### src/rtl/atlm_pkg.sv
// shared types, result kind codes and register indexes for the allowed-token logit mask
// no dependencies
package atlm_pkg;

    localparam int WORD_BITS = 32;
    localparam int BIT_IDX_W = 5;
    localparam int CFG_IDX_W = 2;

    localparam logic [2:0] KIND_KEPT      = 3'd0;
    localparam logic [2:0] KIND_MASKED    = 3'd1;
    localparam logic [2:0] KIND_ACCEPTED  = 3'd2;
    localparam logic [2:0] KIND_INVALID   = 3'd3;
    localparam logic [2:0] KIND_DUPLICATE = 3'd4;
    localparam logic [2:0] KIND_OVER      = 3'd5;
    localparam logic [2:0] KIND_MISPLACED = 3'd6;

    localparam logic [CFG_IDX_W-1:0] CFG_VOCAB_SIZE = 2'd0;
    localparam logic [CFG_IDX_W-1:0] CFG_MASK_BITS  = 2'd1;
    localparam logic [CFG_IDX_W-1:0] CFG_MAX_TOKENS = 2'd2;

    localparam logic [16:0] RST_VOCAB_SIZE = 17'd65536;
    localparam logic [31:0] RST_MASK_BITS  = 32'hFF80_0000;
    localparam logic [10:0] RST_MAX_TOKENS = 11'd1024;

    typedef struct packed {
        logic [2:0]           kind;
        logic [31:0]          logit;
        logic [15:0]          position;
        logic [BIT_IDX_W-1:0] bit_idx;
        logic                 row_end;
        logic                 empty_row;
    } t_item;

    function automatic logic [31:0] sat_inc(input logic [31:0] v);
        sat_inc = (v == 32'hFFFF_FFFF) ? v : v + 32'd1;
    endfunction

endpackage

### src/rtl/atlm_classify.sv
// front stage: row position and entry count, class of each item, bitmap read address
// depends on atlm_pkg
module atlm_classify #(
    parameter int POS_W   = 16,
    parameter int VOCAB_W = 17,
    parameter int ENT_W   = 11,
    parameter int ADDR_W  = 11
) (
    input  logic                 i_clk,
    input  logic                 i_rst_n,
    input  logic                 i_accept,
    input  logic                 i_mode,
    input  logic [31:0]          i_tok_id,
    input  logic [31:0]          i_logit_bits,
    input  logic [VOCAB_W-1:0]   i_vocab_eff,
    input  logic [ENT_W-1:0]     i_limit_eff,
    output atlm_pkg::t_item      o_item,
    output logic [ADDR_W-1:0]    o_rd_addr
);
    import atlm_pkg::*;

    logic [POS_W-1:0] r_pos;
    logic [POS_W-1:0] n_pos;
    logic [ENT_W-1:0] r_entries;
    logic [ENT_W-1:0] n_entries;

    logic [31:0] idx;
    logic        last;
    logic        lookup;

    assign last = (32'(r_pos) + 32'd1) >= 32'(i_vocab_eff);
    assign idx  = i_mode ? 32'(r_pos) : i_tok_id;

    always_comb begin
        o_item           = '0;
        o_item.logit     = i_logit_bits;
        o_item.bit_idx   = idx[BIT_IDX_W-1:0];
        n_pos            = r_pos;
        n_entries        = r_entries;
        lookup           = 1'b0;
        if (i_mode) begin
            lookup          = 1'b1;
            o_item.kind     = KIND_KEPT;
            o_item.position = 16'(r_pos);
            o_item.row_end  = last;
            if (last) begin
                o_item.empty_row = (r_entries == '0);
                n_pos            = '0;
                n_entries        = '0;
            end else begin
                n_pos = r_pos + 1'b1;
            end
        end else if (r_pos != '0) begin
            o_item.kind = KIND_MISPLACED;
        end else if (r_entries >= i_limit_eff) begin
            o_item.kind = KIND_OVER;
        end else begin
            n_entries = r_entries + 1'b1;
            if (i_tok_id >= 32'(i_vocab_eff)) begin
                o_item.kind = KIND_INVALID;
            end else begin
                lookup      = 1'b1;
                o_item.kind = KIND_ACCEPTED;
            end
        end
        o_rd_addr = lookup ? ADDR_W'(idx >> BIT_IDX_W) : '0;
    end

    always_ff @(posedge i_clk) begin
        if (!i_rst_n) begin
            r_pos     <= '0;
            r_entries <= '0;
        end else if (i_accept) begin
            r_pos     <= n_pos;
            r_entries <= n_entries;
        end
    end

endmodule

### config.mk
export PLATFORM = sky130hd
export DESIGN_NAME = atlm_classify
export DESIGN_NICKNAME = d
export VERILOG_FILES = /design/src/rtl/atlm_pkg.sv /design/src/rtl/atlm_classify.sv
export SDC_FILE = /design/constraint.sdc
export NUM_CORES = 1
export LEC_CHECK = 0
export BUFFER_PORTS_ARGS = -buffer_cell sky130_fd_sc_hd__buf_2
export CORE_ASPECT_RATIO = 0.9
export CORE_UTILIZATION = 40
export DETAILED_ROUTE_END_ITERATION = 7
export GPL_TIMING_DRIVEN = 0
export HOLD_SLACK_MARGIN = 0.03
export PLACE_DENSITY_LB_ADDON = 0.08
export SETUP_SLACK_MARGIN = 0.3
export SLEW_MARGIN = 40
export SYNTH_ARGS = -nofsm -noshare
export SYNTH_HDL_FRONTEND = slang
export SYNTH_SLANG_ARGS = --single-unit
export TNS_END_PERCENT = 50
### constraint.sdc
create_clock -name i_clk -period 3.65 [get_ports i_clk]
set_clock_uncertainty 0.1 [all_clocks]
set_input_delay 0.5475 -clock i_clk [delete_from_list [all_inputs] [get_ports i_clk]]
set_output_delay 0.5475 -clock i_clk [all_outputs]
set_load 0.01 [all_outputs]
==> results.cfg, run 1 <==
[run_status]
status = complete, but fails checks
failed_checks = negative setup slack

[synthesis]
synth_edf_count = 0
synthCells = 439
ys.flop_type = dfxtp_1
synthTopCellsByCount = ha_1, inv_1, nand2_1, buf_4, dfxtp_1
synth_area_leader_cell = ha_1
async_flop_share_pct = 0
seq_area_frac_synth_pct = 16.1
synth_area_leaders = ha_1, dfxtp_1, buf_4, a21o_1, inv_1
synth_nets = 584
yosysMostFrequentCell = ha_1
yosysUniqueCellTypes = 62
syn_area_per_cell_um2 = 7.67
synth_top_area_share_pct = 18.2
yosysWarnings = 0
synth_seq_cells = 27
netlist_area_um2 = 3370

[finish]
n_fill_cell = 787
insertedDiodeCount = 0
multi_input_comb_area_um2 = 2540
post_layout_nonfiller_instances = 697
drive_gt1_share_pct = 41.8
nets = 744
seq_area_um2 = 552
syn2layout_area_growth_pct = 37.5

[clocking]
cts_num_sinks = 27
clk_pin_slew_ns = 0.10
cts_root_buf = clkbuf_8
cts.htree.levels = 1
cts_buffer_depth = 2
holdBufCountCts = 0
clock_latency_ns = 0.27
cts_buffers = 3
cts_tree = built

[sta]
max_freq_mhz = 262
slew-limit-headroom_pct = 53.6
setup_tns_ns = -0.298
tightest_slew_ns = 0.695
rsz0062_at_grt = yes
setup_viol = 3
hold_ws_ns = 0.425
drv_slew = 0
finalCriticalPeriod_ns = 3.81
period_share_pct = 104
hold_viol = 0
finalWorstSetupSlack_ns = -0.161

[critical_path]
start_kind = flop
cp_slowest_stage_delay_ns = 0.37
cp-end-kind = output port
worst_path_max_delay_cell = dfxtp_4
path_class = reg2out
crit_chain = ha_4 -> and3_4 -> and3_4 -> buf_8 -> and2_4 -> nand3_4 -> xnor2_2 -> ha_1 -> nand4_1 -> nor4b_2 -> nor3_1 -> o221ai_2 -> buf_4 -> nand2_4 -> nor2_2 -> buf_2
crit_top_cell = and3_4
crit_fanout = 6
worstPathRequired_ns = 3.00
crit_family = simple AND/OR/NAND/NOR gates
cp.arrival_ns = 3.16
worst-path-buf-inv = 3

[grt]
grt_pass1_vias = 3149
antenna_found_initial = 0
overflow = 0
grt_pass1_wl_um = 14700
grt_max_degree = 15
globalRouteTotalUtil_pct = 20.7

[placed_design]
place_hpwl_um = 7570
dp_slack_ns = -0.236
port_buffers = 131
gp_congestion = 0.876
post-place-cells = 669

[hold_path]
hold_path.class = reg2reg

[power_and_ir_drop]
power_switching_share_pct = 30.7
p_sw_uw = 221
vdd_drop_max_uv = 141
power_frac_clock_pct = 24.0
internal_power_uw = 500
p_leak_nw = 2.60
totalPowerFinal_uw = 721
pwr-share-comb_pct = 34.6
power_density_nw_per_um2 = 156
p_seq_share_pct = 41.4

[flow_run]
max_cap_viol_count = 0

[floorplanning]
die_area_um2 = 8790
core-area_um2 = 8110
start_util_pct = 41.5
die_width_um = 98.7
ios = 165
die_h_um = 89.0
rows = 31

[detailed_routing]
drcViolationCount = 0
routed_wl_um = 9690
drt-wirelength-per-cell_um = 13.9
via_count = 3687
via_per_inst = 5.29
dr.pass1.iters = 4
drtAntennaViolNets = 0
drt_iter0_markers = 155
==> through the flow <==
| stage | area (um2) | utilization [%] |
|---|---|---|
| floorplan | 3400 | - |
| global placement | 4180 | 51.6 |
| detailed placement | 4180 | 51.6 |
| CTS | 4490 | 55.4 |
| global route | 4630 | 57.1 |
| finish | 4630 | 57.1 |
==> power groups by stage <==
stage               registers [mW]  clock network, mW  logic [mW]
floorplan                    0.307                  0       0.137
global placement             0.307                  0       0.223
detailed placement           0.307                  0       0.228
CTS                          0.298              0.178       0.247
global route                 0.299              0.190       0.278
finish                       0.298              0.173       0.249
==> worst register-to-register path: cells and delay by family, from the launching register on <==
family,cells,cell delay [ns]
AO/OA/AOI/OAI,4,0.56
XOR/XNOR,1,0.14
adder cells (fa/ha/maj),2,0.44
buffers and inverters,5,0.67
flip-flops,1,0.37
AND/OR/NAND/NOR,7,1.27
==> cell usage in the layout, fill, tap and decap left out, drive strengths merged, types with 3 or more instances in the layout <==
master and count:
nor4b 3, a21boi 6, o211ai 6, and4 4, and3 14, ha 49, nor3 7, nor4 9
xor2 6, nor3b 3, nor2b 9, o21ai 25, nand4b 6, nand2 35, nand4 7, inv 36
o31ai 4, and2 18, a21oi 16, xnor2 8, dfxtp 27, buf 197, nor2 25, a41o 3
a21o 24, nand3 19, clkbuf 11
==> registers in the layout, indices dropped and copies added (netlist names) <==
name,count
r_entries,11
r_pos,16
==> final cells by class <==
class                           count  share of cell area (%)
Multi-Input combinational cell    327                    54.9
Timing Repair Buffer              154                    18.7
Sequential cell                    27                    11.9
Buffer                             50                    7.87
Inverter                           36                    2.97
Tap cell                           99                    2.68
Clock buffer                        4                   0.973
==> layer usage <==
layer  track usage, %  wire length, um  part of all wire, %
met4             4.88              161                  1.7
met3             2.42              473                  4.9
met1             27.3             4560                   47
met5                0                0                    0
met2             36.6             4490                   46
==> cells by family (layout without fill, tap and decap cells) <==
family,count (synthesis),in the layout,synth area share (%)
AND/OR/NAND/NOR,165,166,28.4
AO/OA/AOI/OAI,98,98,19.5
buffers and inverters,86,244,14.2
adder cells (fa/ha/maj),49,49,18.2
flip-flops,27,27,16.1
XOR/XNOR,14,14,3.64
==> timing repair <==
| item | 4_1_cts | 5_1_grt |
|---|---|---|
| endpoints found under the setup margin | 40 | 39 |
| buffers inserted | 11 | 10 |
| gates resized for setup | 36 | 23 |
| pin swaps | 28 | 23 |
| gates cloned | 2 | 1 |
==> worst paths after layout <==
path / slack [ns] / depth (start not counted) / startpoint / to
max reg2reg: 0 / 19 / r_pos[1] / r_entries[5]
max: -0.16 / 16 / r_pos[1] / o_item[0]
min: 0.43 / 2 / r_pos[4] / r_pos[4]
min reg2reg: 0.43 / 2 / r_pos[4] / r_pos[4]
(Power assumes the default switching activity.)
==> run 2: changes to the inputs <==
- ABC_AREA: unset -> 0
- SETUP_SLACK_MARGIN: 0.3 -> 0.2
==> run 2 against run 1 <==
Effect of this change: the flow still finishes with violations (negative setup slack); critical path type unchanged; maximum frequency up 0.28%; critical path depth unchanged; count of clock-buffer cells in the layout unchanged; non-clock buffer count down 4; die area unchanged; clock power up 3%; sequential share of layout area about the same; worst hold slack worse by 0.0052 ns; largest power group unchanged.
==> results.cfg, run 2 (synthesis results as in run 1) <==
[grt]
antenna_found_initial = 0
overflow = 0
grt_pass1_wl_um = 15300
grt_pass1_vias = 3137
grt_max_degree = 15
globalRouteTotalUtil_pct = 21.8

[finish]
post_layout_nonfiller_instances = 693
largestRegisters = r_pos: 16 flops, r_entries: 11 flops
final_cell_mix = buf_2, buf_4, ha_1
n_fill_cell = 760
drive_gt1_share_pct = 42.3
syn2layout_area_growth_pct = 37.8
multi_input_comb_area_um2 = 2570
layout_commonest_cell = buf_2
nets = 740
seq_area_um2 = 554
largest_register_ffs = 16
insertedDiodeCount = 0
regMostFlops = r_pos

[sta]
finalWorstSetupSlack_ns = -0.151
rsz0062_at_grt = yes
tightest_slew_ns = 0.745
finalCriticalPeriod_ns = 3.80
setup_viol = 2
drv_slew = 0
setup_tns_ns = -0.270
period_share_pct = 104
max_freq_mhz = 263
hold_viol = 0
slew-limit-headroom_pct = 50.2
hold_ws_ns = 0.420

[clocking]
holdBufCountCts = 0
cts.htree.levels = 1
cts_root_buf = clkbuf_8
cts_buffers = 3
cts_buffer_depth = 2
cts_num_sinks = 27
cts_tree = built
clock_latency_ns = 0.27
clk_pin_slew_ns = 0.10

[detailed_routing]
met2_length_um = 4650
drtAntennaViolNets = 0
wl_met3_um = 635
maxUsedRoutingLayer = met4
via_count = 3658
dr.pass1.iters = 4
drcViolationCount = 0
routed_wl_um = 9850
drt-wirelength-per-cell_um = 14.2
drt-met1-wl_um = 4440
drt_iter0_markers = 153
via_per_inst = 5.28

[critical_path]
r2r_cells = 21
crit_fanout = 4
worstPathRequired_ns = 3.00
path_class = reg2out
rrSetupSlack_ns = 0.12
rr_endpoint = r_pos[15]
start_kind = flop
cp-end-kind = output port
cp.arrival_ns = 3.15
timing.rr.start = r_pos[0]

[placed_design]
gp_congestion = 0.931
place_hpwl_um = 7670
dp_slack_ns = -0.411
post-place-cells = 669
port_buffers = 131

[power_and_ir_drop]
vdd_drop_max_uv = 139
p_leak_nw = 2.60
power_density_nw_per_um2 = 157

[hold_path]
hold_depth = 2
min_from = r_entries[0]
hold_path.class = reg2reg
hold_end = r_entries[0]

[floorplanning]
core-area_um2 = 8110
die_area_um2 = 8790
rows = 31
die_h_um = 89.0
ios = 165
die_width_um = 98.7
start_util_pct = 41.5

[run_status]
failed_checks = negative setup slack
status = complete, but fails checks

[flow_run]
max_cap_viol_count = 0
==> run 2: what timing repair did <==
action / 4_1_cts / 5_1_grt
endpoints found under the setup margin: 39 / 39
gates cloned: 1 / 1
gates resized for setup: 45 / 26
setup buffers: 11 / 7
pin swaps: 23 / 35
==> run 2: layout make-up <==
class,instances,share of cell area [%]
sequential,27,11.9
tap,99,2.67
multi-input combinational,327,55.4
inverter,36,2.97
clock buffer,4,0.971
buffer,50,7.93
timing repair buffer,150,18.1
==> run 2: stage by stage <==
stage | utilization (%) | power (mW) | cell area, um2
after floorplan | - | 0.443 | 3380
after global placement | 51.3 | 0.531 | 4160
after detailed placement | 51.3 | 0.536 | 4160
after CTS | 55.6 | 0.729 | 4510
after global routing | 57.2 | 0.774 | 4640
final | 57.2 | 0.730 | 4640
==> run 2: metal layers <==
layer | vias up | GRT usage (%)
met2 | 166 | 39.2
met1 | 1637 | 28.9
li1 | 1847 | -
met5 | - | 0
met3 | 8 | 1.41
met4 | 0 | 5.02
==> run 2: worst max-delay path by stage <==
stage,slack [ns],cells after the start,start,end
finish,-0.15,16,r_pos[0],o_item[0]
global route,-0.27,18,r_pos[0],o_item[0]
CTS,-0.06,16,r_pos[1],o_item[0]
detailed placement,-0.41,16,r_pos[0],o_item[0]
global placement,-0.40,16,r_pos[0],o_item[0]
floorplan,0.21,15,r_pos[0],o_item[0]
==> run 2: critical path, stage by stage (launching register included) <==
cell	delay, ns
dfxtp_4	0.38
ha_4	0.12
and3_4	0.18
and3_4	0.19
buf_8	0.10
and2_4	0.16
buf_4	0.12
nand3_4	0.08
xnor2_2	0.15
ha_1	0.31
nand4_1	0.17
or2_4	0.29
o221ai_4	0.21
buf_6	0.16
nand2_4	0.06
nor2_2	0.08
buf_2	0.12
==> run 2: power breakdown <==
group	leakage [nW]	internal, mW	switching (mW)
Clock	0.0228	0.0784	0.0992
Combinational	2.35	0.127	0.126
Sequential	0.222	0.296	0.00268
==> run 3: changes to the inputs <==
- SETUP_SLACK_MARGIN: 0.2 -> 0.05
==> run 3 against run 2 <==
Effect of this change: die area unchanged; sequential power about the same; count of clock-buffer cells in the layout unchanged; sequential share of layout area increased by 0.41 points; power decreased by 1.8%; non-clock buffer count fell by 5; register-to-register slack worse by 0.03 ns; cell area down 3.7%; the flow still finishes with violations (negative setup slack).
==> results.cfg, run 3 (synthesis results as in run 1) <==
[run_status]
status = complete, but fails checks
failed_checks = negative setup slack

[finish]
layout_commonest_cell = buf_2
final_cell_mix = buf_2, buf_4, ha_1
insertedDiodeCount = 0
largest_register_ffs = 16
nets = 734
n_fill_cell = 784
largestRegisters = r_pos: 16 flops, r_entries: 11 flops
syn2layout_area_growth_pct = 32.7
regMostFlops = r_pos
drive_gt1_share_pct = 39.6

[power_and_ir_drop]
pwr-share-comb_pct = 33.2
p_seq_share_pct = 41.7
vdd_drop_max_uv = 131
totalPowerFinal_uw = 716
p_leak_nw = 2.54
power_frac_clock_pct = 25.1
internal_power_uw = 493
p_sw_uw = 223
power_switching_share_pct = 31.1
power_density_nw_per_um2 = 160

[flow_run]
max_cap_viol_count = 0

[clocking]
cts.htree.levels = 1
clk_pin_slew_ns = 0.11
cts_tree = built
cts_buffers = 3
cts_root_buf = clkbuf_8
cts_buffer_depth = 2
cts_num_sinks = 27
clock_latency_ns = 0.28

[sta]
tightest_slew_ns = 0.836
hold_viol = 0
setup_tns_ns = -0.0905
finalWorstSetupSlack_ns = -0.0651
finalCriticalPeriod_ns = 3.72
period_share_pct = 102
rsz0062_at_grt = yes
slew-limit-headroom_pct = 42.8
drv_slew = 0
setup_viol = 2
max_freq_mhz = 269

[detailed_routing]
drt-met1-wl_um = 4420
drt_iter0_markers = 183
drcViolationCount = 0
met2_length_um = 4580
dr.pass1.iters = 4
drt-wirelength-per-cell_um = 14.0
routed_wl_um = 9620
via_per_inst = 5.27
drtAntennaViolNets = 0
maxUsedRoutingLayer = met4
via_count = 3621
wl_met3_um = 548

[critical_path]
rr_endpoint = r_entries[5]
worstPathRequired_ns = 3.00
cp.arrival_ns = 3.07
cp-endpoint = o_item[0]
start_kind = flop
crit_start = r_pos[0]
r2r_cells = 18
cp-end-kind = output port
crit_fanout = 5
timing.rr.start = r_pos[0]
rrSetupSlack_ns = 0.09
path_class = reg2out

[placed_design]
port_buffers = 131
gp_congestion = 0.882
place_hpwl_um = 7760

[grt]
grt_max_degree = 15
grt_pass1_vias = 3291
overflow = 0
globalRouteTotalUtil_pct = 21.5
grt_pass1_wl_um = 15400
antenna_found_initial = 0

[floorplanning]
die_area_um2 = 8790
core-area_um2 = 8110
die_h_um = 89.0
die_width_um = 98.7
ios = 165
start_util_pct = 41.5
rows = 31

[hold_path]
hold_path.class = reg2reg
run 3: changes by cell type in the layout (fill, tap and decap cells not counted), sizes merged:
cell,change
nor2,-1
buf,-5
run 3: what timing repair did:
action | 4_1_cts | 5_1_grt
endpoints found under the setup margin | 29 | 24
resized for setup | 27 | 11
gates cloned | 0 | 1
hold endpoints to repair | 0 | 0
hold buffers | 0 | 0
pin swaps | 11 | 8
setup buffers | 10 | 4
run 3: worst min-delay path by stage:
stage / startpoint / to / slack, ns / cells past startpoint
6_report: r_pos[4] / r_pos[4] / 0.42 / 2
5_1_grt: r_pos[4] / r_pos[4] / 0.44 / 2
4_1_cts: r_entries[10] / r_entries[10] / 0.43 / 1
3_5_place_dp: r_entries[10] / r_entries[10] / 0.42 / 1
3_3_place_gp: r_entries[10] / r_entries[10] / 0.41 / 1
2_1_floorplan: r_entries[10] / r_entries[10] / 0.37 / 1
run 3: power by group through the flow:
stage	Combinational [mW]	Sequential (mW)	Clock, mW
5_1_grt	0.269	0.299	0.194
2_1_floorplan	0.137	0.306	0
4_1_cts	0.233	0.299	0.181
6_report	0.238	0.299	0.179
3_3_place_gp	0.223	0.307	0
3_5_place_dp	0.226	0.307	0
run 3: layout make-up:
type | count | area, um2 | share of cell area, %
multi-input cells | 326 | 2490 | 55.7
repair buffers | 146 | 776 | 17.4
flip-flops and latches | 27 | 552 | 12.4
plain buffers | 49 | 349 | 7.82
inverters | 36 | 135 | 3.03
well taps | 99 | 124 | 2.77
clock buffers | 4 | 45.0 | 1.01
run 3: per-layer routing:
layer  global-route usage [%]  vias to the layer above
met3                     2.27                       10
met5                        0                        -
li1                         -                     1834
met1                     27.8                     1632
met4                     3.93                        0
met2                     39.3                      145
run 3: worst max-delay path, stage by stage (launching register included):
cell	delay (ns)
dfxtp_4	0.38
ha_4	0.13
and3_4	0.18
and3_4	0.22
and2_4	0.18
nand3_4	0.07
xnor2_2	0.15
ha_1	0.30
nand4_1	0.13
nor4b_2	0.30
nor3_1	0.11
o221ai_2	0.18
buf_4	0.17
nand2_4	0.06
nor2_2	0.08
buf_2	0.13
run 3: through the flow:
step | area [um2] | util (%) | hold slack [ns] | setup slack (ns) | std cells
after global placement | 4150 | 51.2 | 0.412 | -0.716 | 669
after detailed placement | 4150 | 51.2 | 0.416 | -0.785 | 669
after CTS | 4380 | 54.1 | 0.433 | -0.0458 | 682
final | 4470 | 55.1 | 0.419 | -0.0651 | 687
after global routing | 4470 | 55.1 | 0.444 | -0.226 | 687
after floorplan | 3370 | - | 0.368 | 0.0611 | 439
