===== src/rtl/atlm_pkg.sv =====
// shared types, result kind codes and register indexes for the allowed-token logit mask
// no dependencies
package atlm_pkg;

    localparam int WORD_BITS = 32;
    localparam int BIT_IDX_W = 5;
    localparam int CFG_IDX_W = 2;

    localparam logic [2:0] KIND_KEPT      = 3'd0;
    localparam logic [2:0] KIND_MASKED    = 3'd1;
    localparam logic [2:0] KIND_ACCEPTED  = 3'd2;
    localparam logic [2:0] KIND_INVALID   = 3'd3;
    localparam logic [2:0] KIND_DUPLICATE = 3'd4;
    localparam logic [2:0] KIND_OVER      = 3'd5;
    localparam logic [2:0] KIND_MISPLACED = 3'd6;

    localparam logic [CFG_IDX_W-1:0] CFG_VOCAB_SIZE = 2'd0;
    localparam logic [CFG_IDX_W-1:0] CFG_MASK_BITS  = 2'd1;
    localparam logic [CFG_IDX_W-1:0] CFG_MAX_TOKENS = 2'd2;

    localparam logic [16:0] RST_VOCAB_SIZE = 17'd65536;
    localparam logic [31:0] RST_MASK_BITS  = 32'hFF80_0000;
    localparam logic [10:0] RST_MAX_TOKENS = 11'd1024;

    typedef struct packed {
        logic [2:0]           kind;
        logic [31:0]          logit;
        logic [15:0]          position;
        logic [BIT_IDX_W-1:0] bit_idx;
        logic                 row_end;
        logic                 empty_row;
    } t_item;

    function automatic logic [31:0] sat_inc(input logic [31:0] v);
        sat_inc = (v == 32'hFFFF_FFFF) ? v : v + 32'd1;
    endfunction

endpackage


===== src/rtl/atlm_out_if.sv =====
// result channel: kind, masked logit and running counts, valid/ready handshake
// no dependencies
interface atlm_out_if;
    logic        valid;
    logic        ready;
    logic [2:0]  kind;
    logic [31:0] value;
    logic [15:0] position;
    logic        row_end;
    logic [31:0] unique_total;
    logic [31:0] invalid_total;
    logic [31:0] duplicate_total;
    logic [31:0] empty_rows;
    logic        error_seen;

    modport source(output valid, output kind, output value, output position, output row_end,
                   output unique_total, output invalid_total, output duplicate_total,
                   output empty_rows, output error_seen, input ready);
    modport sink(input valid, input kind, input value, input position, input row_end,
                 input unique_total, input invalid_total, input duplicate_total,
                 input empty_rows, input error_seen, output ready);
endinterface


===== src/rtl/atlm_resolve.sv =====
// back stage: bitmap lookup result, write-back word, saturating counts, output register
// depends on atlm_pkg and atlm_out_if
module atlm_resolve (
    input  logic                           i_clk,
    input  logic                           i_rst_n,
    input  logic                           i_accept,
    input  atlm_pkg::t_item                i_item,
    input  logic [31:0]                    i_mask_bits,
    input  logic [atlm_pkg::WORD_BITS-1:0] i_word,
    output logic                           o_wr_en,
    output logic [atlm_pkg::WORD_BITS-1:0] o_wr_data,
    output logic                           o_stage_ready,
    atlm_out_if.source                     o_out
);
    import atlm_pkg::*;

    t_item       r_b;
    logic        r_b_vld;
    logic        r_o_vld;
    logic [2:0]  r_kind;
    logic [31:0] r_value;
    logic [15:0] r_position;
    logic        r_row_end;
    logic [31:0] r_unique;
    logic [31:0] r_invalid;
    logic [31:0] r_duplicate;
    logic [31:0] r_empty;
    logic        r_error;

    logic [2:0]           n_kind;
    logic [31:0]          n_value;
    logic [31:0]          n_unique;
    logic [31:0]          n_invalid;
    logic [31:0]          n_duplicate;
    logic [31:0]          n_empty;
    logic                 n_error;
    logic                 b_adv;
    logic                 hit;
    logic [WORD_BITS-1:0] onehot;

    assign b_adv         = r_b_vld && (!r_o_vld || o_out.ready);
    assign o_stage_ready = !r_b_vld || b_adv;
    assign hit           = i_word[r_b.bit_idx];
    assign onehot        = WORD_BITS'(1) << r_b.bit_idx;

    always_comb begin
        n_kind    = r_b.kind;
        n_value   = '0;
        o_wr_data = i_word;
        o_wr_en   = 1'b0;
        unique case (r_b.kind)
            KIND_KEPT: begin
                // reading a bit clears it
                n_kind    = hit ? KIND_KEPT : KIND_MASKED;
                n_value   = hit ? r_b.logit : i_mask_bits;
                o_wr_data = i_word & ~onehot;
                o_wr_en   = b_adv;
            end
            KIND_ACCEPTED: begin
                n_kind    = hit ? KIND_DUPLICATE : KIND_ACCEPTED;
                o_wr_data = i_word | onehot;
                o_wr_en   = b_adv && !hit;
            end
            default: begin
                n_kind = r_b.kind;
            end
        endcase

        n_unique    = (n_kind == KIND_ACCEPTED)  ? sat_inc(r_unique)    : r_unique;
        n_invalid   = (n_kind == KIND_INVALID)   ? sat_inc(r_invalid)   : r_invalid;
        n_duplicate = (n_kind == KIND_DUPLICATE) ? sat_inc(r_duplicate) : r_duplicate;
        n_empty     = r_b.empty_row ? sat_inc(r_empty) : r_empty;
        n_error     = r_error || r_b.empty_row || (n_kind == KIND_INVALID)
                      || (n_kind == KIND_DUPLICATE) || (n_kind == KIND_OVER)
                      || (n_kind == KIND_MISPLACED);
    end

    always_ff @(posedge i_clk) begin
        if (!i_rst_n) begin
            r_b_vld     <= 1'b0;
            r_o_vld     <= 1'b0;
            r_unique    <= '0;
            r_invalid   <= '0;
            r_duplicate <= '0;
            r_empty     <= '0;
            r_error     <= 1'b0;
        end else begin
            if (i_accept) begin
                r_b_vld <= 1'b1;
            end else if (b_adv) begin
                r_b_vld <= 1'b0;
            end
            if (b_adv) begin
                r_o_vld     <= 1'b1;
                r_unique    <= n_unique;
                r_invalid   <= n_invalid;
                r_duplicate <= n_duplicate;
                r_empty     <= n_empty;
                r_error     <= n_error;
            end else if (o_out.ready) begin
                r_o_vld <= 1'b0;
            end
        end
    end

    always_ff @(posedge i_clk) begin
        if (i_accept) begin
            r_b <= i_item;
        end
        if (b_adv) begin
            r_kind     <= n_kind;
            r_value    <= n_value;
            r_position <= r_b.position;
            r_row_end  <= r_b.row_end;
        end
    end

    assign o_out.valid           = r_o_vld;
    assign o_out.kind            = r_kind;
    assign o_out.value           = r_value;
    assign o_out.position        = r_position;
    assign o_out.row_end         = r_row_end;
    assign o_out.unique_total    = r_unique;
    assign o_out.invalid_total   = r_invalid;
    assign o_out.duplicate_total = r_duplicate;
    assign o_out.empty_rows      = r_empty;
    assign o_out.error_seen      = r_error;

endmodule

===== src/flat_wrapper.sv =====
// flat-port wrapper written by rule: the top's interface ports become plain ports
module atlm_resolve_flat import atlm_pkg::*;
  (i_clk, i_rst_n, i_accept, i_item, i_mask_bits, i_word, o_wr_en, o_wr_data, o_stage_ready, o_out_valid, o_out_kind, o_out_value, o_out_position, o_out_row_end, o_out_unique_total, o_out_invalid_total, o_out_duplicate_total, o_out_empty_rows, o_out_error_seen, o_out_ready);
  atlm_out_if o_out_i ();
  input  logic i_clk;
  input  logic i_rst_n;
  input  logic i_accept;
  input  atlm_pkg::t_item i_item;
  input  logic [31:0] i_mask_bits;
  input  logic [atlm_pkg::WORD_BITS-1:0] i_word;
  output logic o_wr_en;
  output logic [atlm_pkg::WORD_BITS-1:0] o_wr_data;
  output logic o_stage_ready;
  output wire logic [$bits(o_out_i.valid)-1:0] o_out_valid;
  output wire logic [$bits(o_out_i.kind)-1:0] o_out_kind;
  output wire logic [$bits(o_out_i.value)-1:0] o_out_value;
  output wire logic [$bits(o_out_i.position)-1:0] o_out_position;
  output wire logic [$bits(o_out_i.row_end)-1:0] o_out_row_end;
  output wire logic [$bits(o_out_i.unique_total)-1:0] o_out_unique_total;
  output wire logic [$bits(o_out_i.invalid_total)-1:0] o_out_invalid_total;
  output wire logic [$bits(o_out_i.duplicate_total)-1:0] o_out_duplicate_total;
  output wire logic [$bits(o_out_i.empty_rows)-1:0] o_out_empty_rows;
  output wire logic [$bits(o_out_i.error_seen)-1:0] o_out_error_seen;
  input wire logic [$bits(o_out_i.ready)-1:0] o_out_ready;
  assign o_out_valid = o_out_i.valid;
  assign o_out_kind = o_out_i.kind;
  assign o_out_value = o_out_i.value;
  assign o_out_position = o_out_i.position;
  assign o_out_row_end = o_out_i.row_end;
  assign o_out_unique_total = o_out_i.unique_total;
  assign o_out_invalid_total = o_out_i.invalid_total;
  assign o_out_duplicate_total = o_out_i.duplicate_total;
  assign o_out_empty_rows = o_out_i.empty_rows;
  assign o_out_error_seen = o_out_i.error_seen;
  assign o_out_i.ready = o_out_ready;
  atlm_resolve u_core (.i_clk(i_clk), .i_rst_n(i_rst_n), .i_accept(i_accept), .i_item(i_item), .i_mask_bits(i_mask_bits), .i_word(i_word), .o_wr_en(o_wr_en), .o_wr_data(o_wr_data), .o_stage_ready(o_stage_ready), .o_out(o_out_i));
endmodule

===== config.mk =====
export PLATFORM = sky130hd
export DESIGN_NAME = atlm_resolve_flat
export DESIGN_NICKNAME = d
export VERILOG_FILES = /design/src/rtl/atlm_pkg.sv /design/src/rtl/atlm_out_if.sv /design/src/rtl/atlm_resolve.sv /design/src/flat_wrapper.sv
export SDC_FILE = /design/constraint.sdc
export NUM_CORES = 1
export LEC_CHECK = 0
export BUFFER_PORTS_ARGS = -buffer_cell sky130_fd_sc_hd__buf_2
export CORE_UTILIZATION = 47
export CTS_CLUSTER_SIZE = 8
export DETAILED_ROUTE_END_ITERATION = 16
export PLACE_DENSITY = 0.77
export SLEW_MARGIN = 20
export SYNTH_ARGS = -nofsm -noshare
export SYNTH_HDL_FRONTEND = slang
export SYNTH_SLANG_ARGS = --single-unit
export TNS_END_PERCENT = 50

===== constraint.sdc =====
create_clock -name i_clk -period 3.6 [get_ports i_clk]
set_input_delay 1.08 -clock i_clk [delete_from_list [all_inputs] [get_ports i_clk]]
set_output_delay 1.08 -clock i_clk [all_outputs]
set_load 0.1 [all_outputs]

==> results_dict.tcl, run 1 <==
set metrics [dict create \
    status "complete, but fails checks" \
    violations "setup timing" \
    antenna_found_initial 5 \
    die_x_um 155 \
    synth_common_cells "nand2_1, dfxtp_1, nor2_1, edfxtp_1, a21oi_1" \
    p_leak_uw 0.00575 \
    worst_pin_slew_ns 0.794 \
    grt_max_degree 60 \
    final.setup.tns_ns -0.0372 \
    initial_core_util 0.482 \
    worst-path-max-fanout 2 \
    path_cells "buf_2 -> mux4_2 -> nand3b_1 -> nand4_1 -> nand3_2 -> clkinv_2 -> nand2_2 -> and3_4 -> buf_12" \
    min_period_ns 3.64 \
    clkLatencyLatePin_ns 0.50 \
    synthMostInstantiatedCell "nand2_1" \
    die_h_um 155 \
    clockBufferDepth 3 \
    grt_pass1_wl_um 47200 \
    drtIter0Drc 547 \
    postSynth.asyncResetShare 0 \
    worstPathRequired_ns 2.52 \
    slew_headroom 0.471 \
    num_rows 55 \
    detail_route.wl_per_cell_um 17.4 \
    period_share 1.01 \
    gp_congestion 0.952 \
    total_power_uw 7020 \
    drt_pass1_iterations 5 \
    synthFlopType "dfxtp_1" \
    cp.arrival_ns 2.56 \
    grt_pass1_vias 8906 \
    synth_fp_nets 1240 \
    rsz0062_at_grt "true" \
    instances_no_fill 1785 \
    ys_warn_count 0 \
    setup_violations 1 \
    synth_seq_area_share 0.542 \
    synthTopCellsByArea "edfxtp_1, dfxtp_1, nand2_1" \
    synth_top_area_frac 0.302 \
    peakVddDrop_mv 0.412 \
    grt_overflow 0 \
    io_buffers 341 \
    synth_fa_ha_area_frac 0.00458 \
    vias_per_cell 5.52 \
    syn_area_sq_mm 0.0109 \
    yosysTopAreaCell "edfxtp_1" \
    slowest_stage "mux4_2" \
    wl_um 31100 \
    die_area_sq_mm 0.0239 \
    finalMaxSlewViolations 0 \
    synth_compound_area_frac 0.0616 \
    hold_path.class "reg2reg" \
    ios 342 \
    ant_nets 0 \
    grt.total_usage 0.250 \
    clk_pin_slew_ns 0.05 \
    fin_nets 1608 \
    numCtsBuffers 36 \
    htreeDepth 2 \
    tritoncts "yes" \
    critPathKind "in2out" \
    synth_top_family_by_area "simple AND/OR/NAND/NOR gates" \
    critical_path.top_delay_family "simple AND/OR/NAND/NOR gates" \
    preCtsSetupSlack_ns -0.0792 \
    cp-start-kind "input pin" \
    skew_ns 0.0201 \
    slowest_delay_ns 0.45 \
    core-area_sq_mm 0.0227 \
    critPathCaptureType "output pin" \
    synthCells 1110 \
    dpl.cell_count 1717 \
    fmax_mhz 275 \
    synth-xor-area-share 0.0673 \
    drc 0 \
    crit_buf_inv 3 \
    hold_violations 0 \
    yosys_register_bits 241 \
    p_per_area_mw_per_mm2 485 \
    dp_hpwl_um 22000 \
    synthToLayoutAreaGrowth_pct 32.6 \
    hold_buffers 0 \
    yosysUniqueCellTypes 54 \
    synthSimpleGateAreaFrac 0.242 \
    vias 9853 \
    clock-sinks 241 \
    fin_ws_ns -0.0372 \
    layout-drive-gt1-share 0.325 \
    postSynthAreaPerCell_sq_um 9.85 \
    cts_root_buffer "clkbuf_16" \
    final_util 0.638 \
    muxShareOfSynthArea 0.0556 \
    synth-edff-count 110 \
    drv_cap 0 \
]
==> cell usage in the layout, fill, tap and decap left out, types with 24 or more instances in the layout <==
cell,synthesis,layout
mux2_2,34,34
clkbuf_16,0,38
or3_1,27,27
o21ai_0,32,31
nand2_1,158,156
buf_4,1,39
xnor2_1,56,56
edfxtp_1,110,110
a21oi_1,66,66
inv_1,25,24
nand3_1,47,47
xor2_1,28,28
dfxtp_1,131,131
nand4_1,49,49
buf_2,5,316
nor3_1,27,25
nor2_1,120,120
==> registers in the layout, indices dropped and copies added, names as in the netlist <==
| register | cells |
|---|---|
| u_core.o_out.row_end | 1 |
| u_core.o_out.position | 16 |
| u_core.o_out.kind | 3 |
| u_core.o_out.error_seen | 1 |
| u_core.o_out.unique_total | 32 |
| u_core.o_out.valid | 1 |
| u_core.o_out.empty_rows | 32 |
| u_core.r_b | 58 |
| u_core.o_out.invalid_total | 32 |
| u_core.o_out.value | 32 |
| u_core.o_out.duplicate_total | 32 |
| u_core.r_b_vld | 1 |
==> cells by family after synthesis <==
family / Yosys count
buffers and inverters: 76
flip-flops: 241
adder cells (fa/ha/maj): 4
AO/OA/AOI/OAI: 121
XOR/XNOR: 84
AND/OR/NAND/NOR: 535
multiplexers: 49
==> layer usage <==
metal | up-vias | global-route usage | wire [um]
met4 | 4 | 0.105 | 977
met5 | - | 0 | 24
met1 | 4697 | 0.300 | 12300
met3 | 65 | 0.0684 | 2690
met2 | 379 | 0.423 | 15100
li1 | 4708 | - | -
==> worst paths after layout <==
check,from,to,slack (ns),cells past startpoint
setup reg to reg,u_core.r_b[3],u_core.o_out.unique_total[15],0.51,10
hold / removal,u_core.r_b[18],u_core.o_out.position[11],0.42,0
setup / recovery,i_word[7],o_wr_en,-0.04,9
hold reg to reg,u_core.r_b[18],u_core.o_out.position[11],0.42,0
==> repair_timing <==
action                                  4_1_cts  5_1_grt
setup buffers                                 1        5
pin swaps                                     0        3
cloned                                        0        1
endpoints found under the setup margin       11       21
resized for setup                             8       12
==> where the power goes <==
| group | total (uW) | internal (uW) | switching [uW] |
|---|---|---|---|
| Clock | 3070 | 1920 | 1150 |
| Sequential | 3010 | 2970 | 43.7 |
| Combinational | 942 | 244 | 698 |
| Total | 7020 | 5140 | 1890 |
==> per-stage QoR <==
stage	hold slack, ns	cell area [sq um]
after global placement	0.400	13300
after floorplan	0.400	11000
after global routing	0.420	14500
final	0.415	14500
after CTS	0.417	14400
after detailed placement	0.405	13300
==> layout make-up <==
type                    count  area [sq um]
diodes                      3          7.51
clock buffers              55          1010
clock inverters             2          25.0
fillers                  1823          8210
inverters                  27           108
multi-input cells         793          4790
flip-flops and latches    241          5930
well taps                 285           357
repair buffers            379          2270
No activity file was read; power rests on OpenSTA's default activity.
==> run 2: changes to the inputs <==
--- a/config.mk
+++ b/config.mk
@@ -10,7 +10,7 @@
 export CTS_CLUSTER_SIZE = 8
 export DETAILED_ROUTE_END_ITERATION = 16
 export PLACE_DENSITY = 0.77
-export SLEW_MARGIN = 20
+export SETUP_SLACK_MARGIN = 0.2
 export SYNTH_ARGS = -nofsm -noshare
 export SYNTH_HDL_FRONTEND = slang
 export SYNTH_SLANG_ARGS = --single-unit
==> results_dict.tcl, run 2 (synthesis gave the netlist of run 1 again) <==
set metrics [dict create \
    status "complete, but fails checks" \
    violations "setup timing" \
    layout-drive-gt1-share 0.336 \
    die_h_um 155 \
    cts_root_buffer "clkbuf_16" \
    numCtsBuffers 36 \
    drt_pass1_iterations 5 \
    switching_share 0.269 \
    grt_overflow 0 \
    path_cells "buf_2 -> mux2_2 -> a221oi_2 -> nand4_1 -> nand3_2 -> clkinv_2 -> nand2_2 -> and3_4 -> buf_12" \
    min_period_ns 3.70 \
    hold_violations 0 \
    final_cell_mix "buf_2, nand2_1, dfxtp_1" \
    clockPowerShare 0.432 \
    finalMaxSlewViolations 0 \
    final_common_cell "buf_2" \
    hp-start "u_core.r_b[18]" \
    grt_pass1_vias 9064 \
    grt_busiest_layer "met2" \
    clock-sinks 241 \
    regMostFlops "u_core.r_b" \
    core-area_sq_mm 0.0227 \
    worst-path-max-fanout 2 \
    io_buffers 341 \
    clk_pin_slew_ns 0.05 \
    rrSetupSlack_ns 0.20 \
    clockBufferDepth 3 \
    pwr-share-seq 0.424 \
    gr-usage-met2 0.432 \
    register_area_sq_mm 0.00593 \
    r2r_end "u_core.o_out.duplicate_total[23]" \
    multi_input_area_sq_mm 0.00484 \
    grt_pass1_wl_um 48000 \
    tritoncts "yes" \
    holdPathStages 0 \
    grt.total_usage 0.253 \
    slowest_delay_ns 0.29 \
    skew_ns 0.0205 \
    grt_max_degree 60 \
    critPathKind "in2out" \
    detail_route.wl_per_cell_um 17.9 \
    rsz0062_at_grt "true" \
    reg2regPathDepth 17 \
    drc 0 \
    p_leak_uw 0.00590 \
    num_rows 55 \
    cp.arrival_ns 2.62 \
    vias 10084 \
    worst_pin_slew_ns 1.11 \
    instances_no_fill 1805 \
    p_per_area_mw_per_mm2 480 \
    clkLatencyLatePin_ns 0.50 \
    hold_path.class "reg2reg" \
    peakVddDrop_mv 0.411 \
    htreeDepth 2 \
    internal_power_uw 5180 \
    setup_violations 1 \
    die_area_sq_mm 0.0239 \
    critPathCaptureType "output pin" \
    dp_hpwl_um 22000 \
    die_x_um 155 \
    antenna_found_initial 5 \
    switchingPower_uw 1910 \
    ant_nets 0 \
    holdPathEnd "u_core.o_out.position[11]" \
    fin_nets 1628 \
    fmax_mhz 270 \
    ios 342 \
    use_met1 0.302 \
    combPwrFrac 0.144 \
    dpl.cell_count 1717 \
    slowest_stage "a221oi_2" \
    fillers 1759 \
    drv_cap 0 \
    vias_per_cell 5.59 \
    grtUsageMet3 0.0686 \
    largest_reg_flops 58 \
    fin_ws_ns -0.0971 \
    gp_congestion 0.952 \
    cp-start-kind "input pin" \
    synthToLayoutAreaGrowth_pct 35.2 \
    period_share 1.03 \
    slew_headroom 0.255 \
    total_power_uw 7100 \
    wl_um 32400 \
    drtIter0Drc 751 \
    worstPathRequired_ns 2.52 \
    initial_core_util 0.482 \
    worstReg2RegStart "u_core.r_b[3]" \
]
==> run 2: cell count changes in the layout (fill, tap and decap cells not counted), moves of 2 or more <==
cell	before	now
nor3_2	3	1
buf_12	17	20
nor3b_4	0	2
buf_6	1	5
nor3b_2	4	2
clkbuf_4	6	4
nor3_4	0	2
buf_2	316	307
buf_4	39	62
==> run 2: per-layer routing <==
layer	vias to the layer above	wire length (um)
met5	-	26
met2	434	15800
met1	4798	12500
li1	4750	-
met4	4	1220
met3	98	2870
==> run 2: worst max path at each step <==
| stage | slack, ns | from | endpoint |
|---|---|---|---|
| 4_1_cts | 0.009 | i_word[3] | o_wr_en |
| 2_1_floorplan | -0.05 | o_out_ready | o_wr_en |
| 3_3_place_gp | -0.1 | i_word[3] | o_wr_en |
| 6_report | -0.1 | i_word[3] | o_wr_en |
| 3_5_place_dp | -0.08 | i_word[3] | o_wr_en |
| 5_1_grt | -0.15 | u_core.r_b[3] | o_wr_en |
==> run 2: power groups by stage <==
stage | Combinational [uW] | Clock [uW] | Sequential, uW
floorplan | 417 | 0 | 3280
global placement | 902 | 0 | 3060
detailed placement | 913 | 0 | 3070
CTS | 958 | 3140 | 3010
global route | 1060 | 3240 | 3010
finish | 1030 | 3060 | 3010
==> run 2: critical path: cells and delay by family <==
family | cells | cell delay [ns]
buf+inv | 3 | 0.34
compound gates | 1 | 0.29
mux | 1 | 0.27
simple gates | 4 | 0.63
==> run 2: timing repair <==
item / 4_1_cts / 5_1_grt
hold buffers: 0 / 0
buffers inserted: 16 / 12
setup endpoints to repair: 30 / 62
gates resized for setup: 19 / 34
pin swaps: 5 / 9
==> run 2: metrics by stage <==
stage / setup slack [ns] / utilization / hold slack, ns / setup TNS [ns] / instance area [sq um]
floorplan: -0.0480 / - / 0.400 / -0.0480 / 11000
global placement: -0.0972 / 0.587 / 0.400 / -0.0972 / 13300
detailed placement: -0.0792 / 0.587 / 0.405 / -0.0792 / 13300
CTS: 0.00888 / 0.641 / 0.417 / 0 / 14600
global route: -0.153 / 0.651 / 0.420 / -0.219 / 14800
finish: -0.0971 / 0.651 / 0.416 / -0.0971 / 14800
==> run 2: area by class of cell <==
| type | count | share of cell area |
|---|---|---|
| clock buffer | 55 | 0.0686 |
| inverter | 27 | 0.00728 |
| timing repair buffer | 399 | 0.169 |
| tap | 285 | 0.0241 |
| multi-input combinational | 793 | 0.328 |
| antenna | 3 | 0.000508 |
| sequential | 241 | 0.401 |
| clock inverter | 2 | 0.00169 |
==> run 3: changes to the inputs <==
--- a/config.mk
+++ b/config.mk
@@ -6,10 +6,11 @@
 export NUM_CORES = 1
 export LEC_CHECK = 0
 export BUFFER_PORTS_ARGS = -buffer_cell sky130_fd_sc_hd__buf_2
-export CORE_UTILIZATION = 47
+export CORE_UTILIZATION = 50
 export CTS_CLUSTER_SIZE = 8
 export DETAILED_ROUTE_END_ITERATION = 16
-export PLACE_DENSITY = 0.77
+export MAX_ROUTING_LAYER = met4
+export PLACE_DENSITY = 0.78
 export SETUP_SLACK_MARGIN = 0.2
 export SYNTH_ARGS = -nofsm -noshare
 export SYNTH_HDL_FRONTEND = slang
==> constraint.sdc (replaced) <==
create_clock -name i_clk -period 3.8 [get_ports i_clk]
set_input_delay 1.14 -clock i_clk [delete_from_list [all_inputs] [get_ports i_clk]]
set_output_delay 1.14 -clock i_clk [all_outputs]
set_load 0.1 [all_outputs]
==> results_dict.tcl, run 3 (synthesis gave the netlist of run 1 again) <==
set metrics [dict create \
    status "complete, but fails checks" \
    violations "setup timing" \
    path_cells "buf_2 -> mux4_2 -> nand3b_1 -> nand4_1 -> nand3_2 -> inv_4 -> nand2_2 -> and3_4 -> buf_12" \
    critical_path.top_delay_family "simple AND/OR/NAND/NOR gates" \
    drc 0 \
    synthToLayoutAreaGrowth_pct 34.1 \
    fmax_mhz 262 \
    htreeDepth 2 \
    grt_max_degree 60 \
    io_buffers 341 \
    grt_pass1_vias 9139 \
    slowest_stage "mux4_2" \
    cp-start-kind "input pin" \
    wl_um 33100 \
    num_rows 53 \
    dp_hpwl_um 22700 \
    numCtsBuffers 36 \
    gr-usage-met2 0.467 \
    drtIter0Drc 602 \
    use_met1 0.324 \
    drt_pass1_iterations 5 \
    clock-sinks 241 \
    cp.arrival_ns 2.68 \
    p_leak_uw 0.00581 \
    final_cell_mix "buf_2, nand2_1, dfxtp_1" \
    slew_headroom 0.233 \
    crit_buf_inv 3 \
    die_area_sq_mm 0.0225 \
    drv_cap 0 \
    fin_nets 1617 \
    critPathKind "in2out" \
    final.setup.tns_ns -0.0153 \
    hold_violations 0 \
    antenna_found_initial 6 \
    p_per_area_mw_per_mm2 457 \
    worst_pin_slew_ns 1.15 \
    layout-drive-gt1-share 0.335 \
    dpl.cell_count 1702 \
    skew_ns 0.0120 \
    vias 10026 \
    worst-path-max-fanout 2 \
    fin_ws_ns -0.0153 \
    grt_busiest_layer "met2" \
    hold_path.class "reg2reg" \
    core-area_sq_mm 0.0212 \
    gp_congestion 0.990 \
    worstPathRequired_ns 2.66 \
    rsz0062_at_grt "true" \
    instances_no_fill 1787 \
    grt_overflow 0 \
    final_common_cell "buf_2" \
    slowest_delay_ns 0.48 \
    period_share 1.00 \
    critPathCaptureType "output pin" \
    die_h_um 150 \
    min_period_ns 3.82 \
    regMostFlops "u_core.r_b" \
    grt_pass1_wl_um 48600 \
    ant_nets 0 \
    largest_reg_flops 58 \
    clkLatencyLatePin_ns 0.51 \
    cts_root_buffer "clkbuf_16" \
    tritoncts "yes" \
    clk_pin_slew_ns 0.06 \
    finalMaxSlewViolations 0 \
    vias_per_cell 5.61 \
    detail_route.wl_per_cell_um 18.5 \
    grtUsageMet3 0.0875 \
    grt.total_usage 0.286 \
    ios 342 \
    peakVddDrop_mv 0.308 \
    setup_violations 1 \
    initial_core_util 0.515 \
    final_util 0.691 \
    die_x_um 150 \
    hold_buffers 0 \
    clockBufferDepth 3 \
]
run 3: cell count changes in the layout (fill, tap and decap cells not counted), sizes merged:
cell	change
buf	-7
clkbuf	-6
clkinv	-1
diode	+3
inv	+3
run 3: path summary, 6_finish.rpt:
kind	from	to	slack [ns]	depth (start not counted)
worst min register to register	u_core.r_b[17]	u_core.o_out.position[10]	0.40	0
worst max-delay path	i_word[7]	o_wr_en	-0.02	9
worst max register to register	u_core.r_b[3]	u_core.o_out.duplicate_total[31]	0.16	19
worst min-delay path	u_core.r_b[17]	u_core.o_out.position[10]	0.40	0
run 3: power by group:
part	switching [uW]	leakage [uW]	internal, uW
Clock	1130	0.000489	1760
Sequential	42.7	0.00212	2810
Combinational	689	0.00320	270
run 3: final cells by class:
| cell class | instances | area [sq um] |
|---|---|---|
| fillers | 1598 | 6560 |
| inverters | 27 | 109 |
| well taps | 275 | 344 |
| repair buffers | 388 | 2380 |
| flip-flops and latches | 241 | 5930 |
| multi-input cells | 793 | 4870 |
| clock buffers | 53 | 965 |
| diodes | 6 | 15.0 |
| clock inverters | 4 | 53.8 |
run 3: what timing repair did:
item / CTS / global route
gates resized for setup: 20 / 34
gates cloned: 0 / 1
endpoints found under the setup margin: 26 / 65
setup buffers: 13 / 8
pin swaps: 3 / 9
run 3: metrics by stage:
stage / area, sq um / setup slack (ns) / hold WS [ns] / total power [uW]
floorplan: 11000 / 0.0320 / 0.400 / 3510
global placement: 13200 / -0.00125 / 0.401 / 3740
detailed placement: 13200 / -0.0180 / 0.405 / 3760
CTS: 14400 / 0.0532 / 0.411 / 6680
global route: 14700 / -0.0639 / 0.426 / 6890
finish: 14700 / -0.0153 / 0.405 / 6700
run 3: per-layer routing:
metal	up-vias	wire length [um]
met5	-	0
met4	0	1250
met1	4823	12500
met3	84	3180
li1	4736	-
met2	383	16200
run 3: worst register-to-register path: stages, from the launching register on:
cell and delay (ns):
edfxtp_1 0.43, buf_8 0.20, mux4_2 0.52, nand3_1 0.11
nand4_1 0.19, buf_4 0.19, buf_4 0.12, buf_4 0.12
buf_4 0.12, buf_4 0.12, buf_4 0.12, buf_4 0.13
buf_4 0.12, buf_4 0.13, a41oi_4 0.20, buf_12 0.17
buf_4 0.12, nor3_1 0.06, or3b_4 0.27, a21oi_1 0.05
